`config.mk`:
```
export PLATFORM = sky130hd
export DESIGN_NAME = vob_ram
export DESIGN_NICKNAME = d
export VERILOG_FILES = /design/src/design/vob_ram.sv
export SDC_FILE = /design/constraint.sdc
export NUM_CORES = 1
export LEC_CHECK = 0
export ABC_AREA = 1
export BUFFER_PORTS_ARGS = -buffer_cell sky130_fd_sc_hd__buf_2
export CAP_MARGIN = 25
export CORE_ASPECT_RATIO = 1.25
export CORE_MARGIN = 8
export CORE_UTILIZATION = 43
export CTS_CLUSTER_DIAMETER = 40
export DETAILED_ROUTE_END_ITERATION = 8
export PLACE_DENSITY = 0.6
export SLEW_MARGIN = 20
export SYNTH_ARGS = -nofsm -noshare
export SYNTH_HDL_FRONTEND = slang
export SYNTH_SLANG_ARGS = --single-unit
```
`constraint.sdc`:
```
create_clock -name i_clk -period 0.9 [get_ports i_clk]
set_input_delay 0 -clock i_clk [delete_from_list [all_inputs] [get_ports i_clk]]
set_output_delay 0 -clock i_clk [all_outputs]
set_load 0.005 [all_outputs]
```
`src/design/vob_ram.sv`:
```
module vob_ram #(
    parameter int WIDTH = 8,
    parameter int DEPTH = 16
) (
    input  logic                     i_clk,
    input  logic                     i_we,
    input  logic [$clog2(DEPTH)-1:0] i_waddr,
    input  logic [WIDTH-1:0]         i_wdata,
    input  logic [$clog2(DEPTH)-1:0] i_raddr,
    output logic [WIDTH-1:0]         o_rdata
);
    logic [WIDTH-1:0] r_mem [DEPTH];

    always_ff @(posedge i_clk) begin
        if (i_we) begin
            r_mem[i_waddr] <= i_wdata;
        end
        o_rdata <= r_mem[i_raddr];
    end
endmodule

```
# Word-level counts from Yosys, hierarchy flattened
# Memories as Yosys holds them, arrays and structs flattened. A register that Yosys moved wholly into a read port is not among the register bits.
# Cells that the tools add are included.
# W data, S select, Z words.
# op_classes
n_mux,2
# op_table
operator,n
$mux W1,2
# word_totals
ram_bits,128
reg_bits,0
elab_cells,3
mem_count,1
# memory_table
memory,words,word_bits,read_ports,rd_ports_with_merged_regs,wr,line_no,text
r_mem,16,8,1,1,1,12,logic [WIDTH-1:0] r_mem [DEPTH];

# Longest topological paths before layout
# logic_depth
depth_word,2
depth_mapped,8
ltp_nobuf,7

# Least setup slack after synthesis
# OpenSTA, ideal clock, no wires.
# synth_timing
path_kind,input-to-reg
from,in i_waddr[3]
to,mem r_mem[4][0] (enable)
stages,2
n_path_buf,0
arrival_time_ns,0.581
t_required_ns,0.530
slack_ns,-0.051
path_cell_list,nand3b_1 > nor2_1
# synth_lines
element,line_no,text
"start, declared",7,"input logic [$clog2(DEPTH)-1:0] i_waddr,"
"end, declared",12,
# Straight into the memory's write port.

==> results.txt <==
clock power share = 45.4%
Critical Path Slowest Stage Cell = edfxtp_1
Hold Path Class = in2reg
CTS H-Tree Depth = 4
Antenna diodes = 0
outcome = finished, violations left
Setup Viol. Count Final = 7
CTS Sinks = 136
Horiz. Die Dim = 120 microns
Starting Density = 43.8%
Core ar. = 13200 sq um
Final Critical Period = 0.943 ns
die area = 17400 sq um
combinational fraction of design power = 6.8%
Site Rows = 47
setup bufs post-CTS = 0
drt first pass iters = 5
Final Hold Viols = 0
RSZ-0062 raised after global routing = yes
Syn Inst Count = 551
part of the cycle the worst path needs = 105%
drt drc = 0
drt via density = 4.92
clock transition at the registers of the reported paths = 0.06 ns
Crit path buffers/inverters = 1
synthesized flop and latch total = 136
synth warn = 0
Internal = 11.7 mW
worst-path maximum fanout = 1
Net Count, Synth = 569
DP Cell Count = 753
clk_lat worst skew = 0.41 ns
nets@finish = 620
drt initial violations = 277
Reg2Reg Launch Point = r_mem[7][1]
part of the Yosys area used for sequential elements = 69.4%
PwrDens = 2100 nW/um^2
Critical Path Start = r_mem[7][1]
skew final = 0.00589 ns
filler cell count = 1152
Setup CP Type = reg2reg
WL per Instance = 16.9 microns
Psw = 3.22 mW
Die Span Y = 145 microns
Crit. End Element = register
TNS Setup = -0.153 ns
gpl congestion = 0.825
hold path start = i_wdata[6]
failing checks = negative setup slack
Req. time, crit path = 1.21 ns
I/O pin count = 26
synth unique cells = 12
worst IR drop on VDD = 0.00116 V
Root Buffer = clkbuf_16
Fmax = 1.06 GHz
# port buffers = 25
Critical Path Most Common Cell = nand3_2
first-pass GRT wire length = 20.7 mm
hpwl dp = 8.54 mm
CTS Buf Count = 17
Leakage = 3.08 nW
CP arrival = 1.25 ns
gr usage total = 15.7%
crit-path max cell delay = 0.38 ns
vias in the first global route = 3718
largest net degree at the start of global routing = 33
crit path cell chain = inv_1 > nand2_1 > nand3_2 > nand3_2 > nand3_2 > nand2_1
antenna violations before repair = 0
slew at the pin closest to its max-slew limit = 0.374 ns
layout cells sized above 1 = 22.3%
non-filler cells, final = 786
Crit path max-delay family = simple AND/OR/NAND/NOR gates
CTS max path bufs = 2
Slew headroom = 75.1%
Max Slew Vio Count = 0
Area Overhead vs Synth = 23.3%
sw frac = 21.5%
CTS tree = yes
Vias = 3871
final worst slack = -0.0426 ns
Final ANT Viol Nets = 0
grt total ovfl = 0
Max Cap Violations = 0
Post-Syn Area = 5770 sq um
mean cell area of the mapped netlist = 10.5 sq um
Seq pwr share = 47.7%
WL final = 13.3 mm
startpoint types = register
layout make-up:
type,instances,area [sq um],share of cell area (%)
clock buffer,17,425,5.98
multi-input combinational,289,1450,20.4
tap,171,214,3.01
inverter,102,383,5.38
sequential,136,4010,56.3
clock inverter,15,160,2.25
timing repair buffer,56,473,6.65
kinds of logic after synthesis:
logic type             share of synthesized area (%)
flip-flops                                      69.4
AND/OR/NAND/NOR                                 21.0
buffers and inverters                           9.52
power by group through the flow:
stage	registers [mW]	clock network (mW)	logic, mW
CTS	7.13	6.89	1.01
floorplan	7.25	0	0.502
finish	7.13	6.80	1.02
global placement	7.26	0	0.924
global route	7.14	7.12	1.13
detailed placement	7.26	0	0.936
state kept, by name, summed over array words and instances, names as in the netlist:
register  flops
r_mem       128
o_rdata       8
routing by layer:
metal  global-route usage [%]  wire length [microns]  vias to the layer above
met5                        0                      0                        -
met4                     6.20                    230                        0
met3                     2.95                    658                       15
met2                     26.5                   6780                      111
met1                     19.3                   5610                     1869
li1                         -                      -                     1876
cells in the mapped netlist:
| cell | n | share of area (%) |
|---|---|---|
| inv_2 | 2 | 0.13 |
| nand3b_1 | 2 | 0.26 |
| nor2_1 | 17 | 1.1 |
| edfxtp_1 | 128 | 67 |
| buf_6 | 6 | 1.2 |
| buf_4 | 4 | 0.52 |
| nand2_1 | 173 | 11 |
| dfxtp_1 | 8 | 2.8 |
| inv_1 | 100 | 6.5 |
| buf_2 | 13 | 1.1 |
| buf_1 | 1 | 0.065 |
| nand3_1 | 97 | 8.4 |
stage by stage:
stage	total power [mW]	worst slack, ns	util (%)	hold slack [ns]	area [sq um]
after detailed placement	8.20	-0.195	47.7	0.397	6280
after CTS	15.0	-0.0633	53.4	0.00908	7030
after floorplan	7.75	-0.0508	-	0.0989	5770
after global routing	15.4	-0.0818	54.0	0.0207	7110
final	15.0	-0.0426	54.0	0.0117	7110
after global placement	8.18	-0.167	47.7	0.390	6280
cell usage in the layout, fill, tap and decap left out, types with 4 or more instances in the layout:
cell type,instances
nand3_2,45
nand3_1,52
dfxtp_1,6
buf_4,21
inv_1,99
buf_12,9
nor2_1,14
nand2_1,172
buf_2,25
clkbuf_16,17
edfxtp_1,128
clkinv_1,4
what timing repair did:
item	in CTS	in global routing
pin swaps	21	17
hold buffers	1	0
gates resized for setup	32	17
hold endpoints to repair	11	0
setup endpoints to repair	10	9
worst paths after layout:
| check | to | slack (ns) | cells after the start |
|---|---|---|---|
| worst max-delay path | o_rdata[1] | -0.04 | 6 |
| worst min register to register | o_rdata[2] | 0.67 | 6 |
| worst min-delay path | r_mem[2][6] | 0.01 | 1 |
| worst max register to register | o_rdata[1] | -0.04 | 6 |
Note: power is estimated with default switching activity, not from simulation.
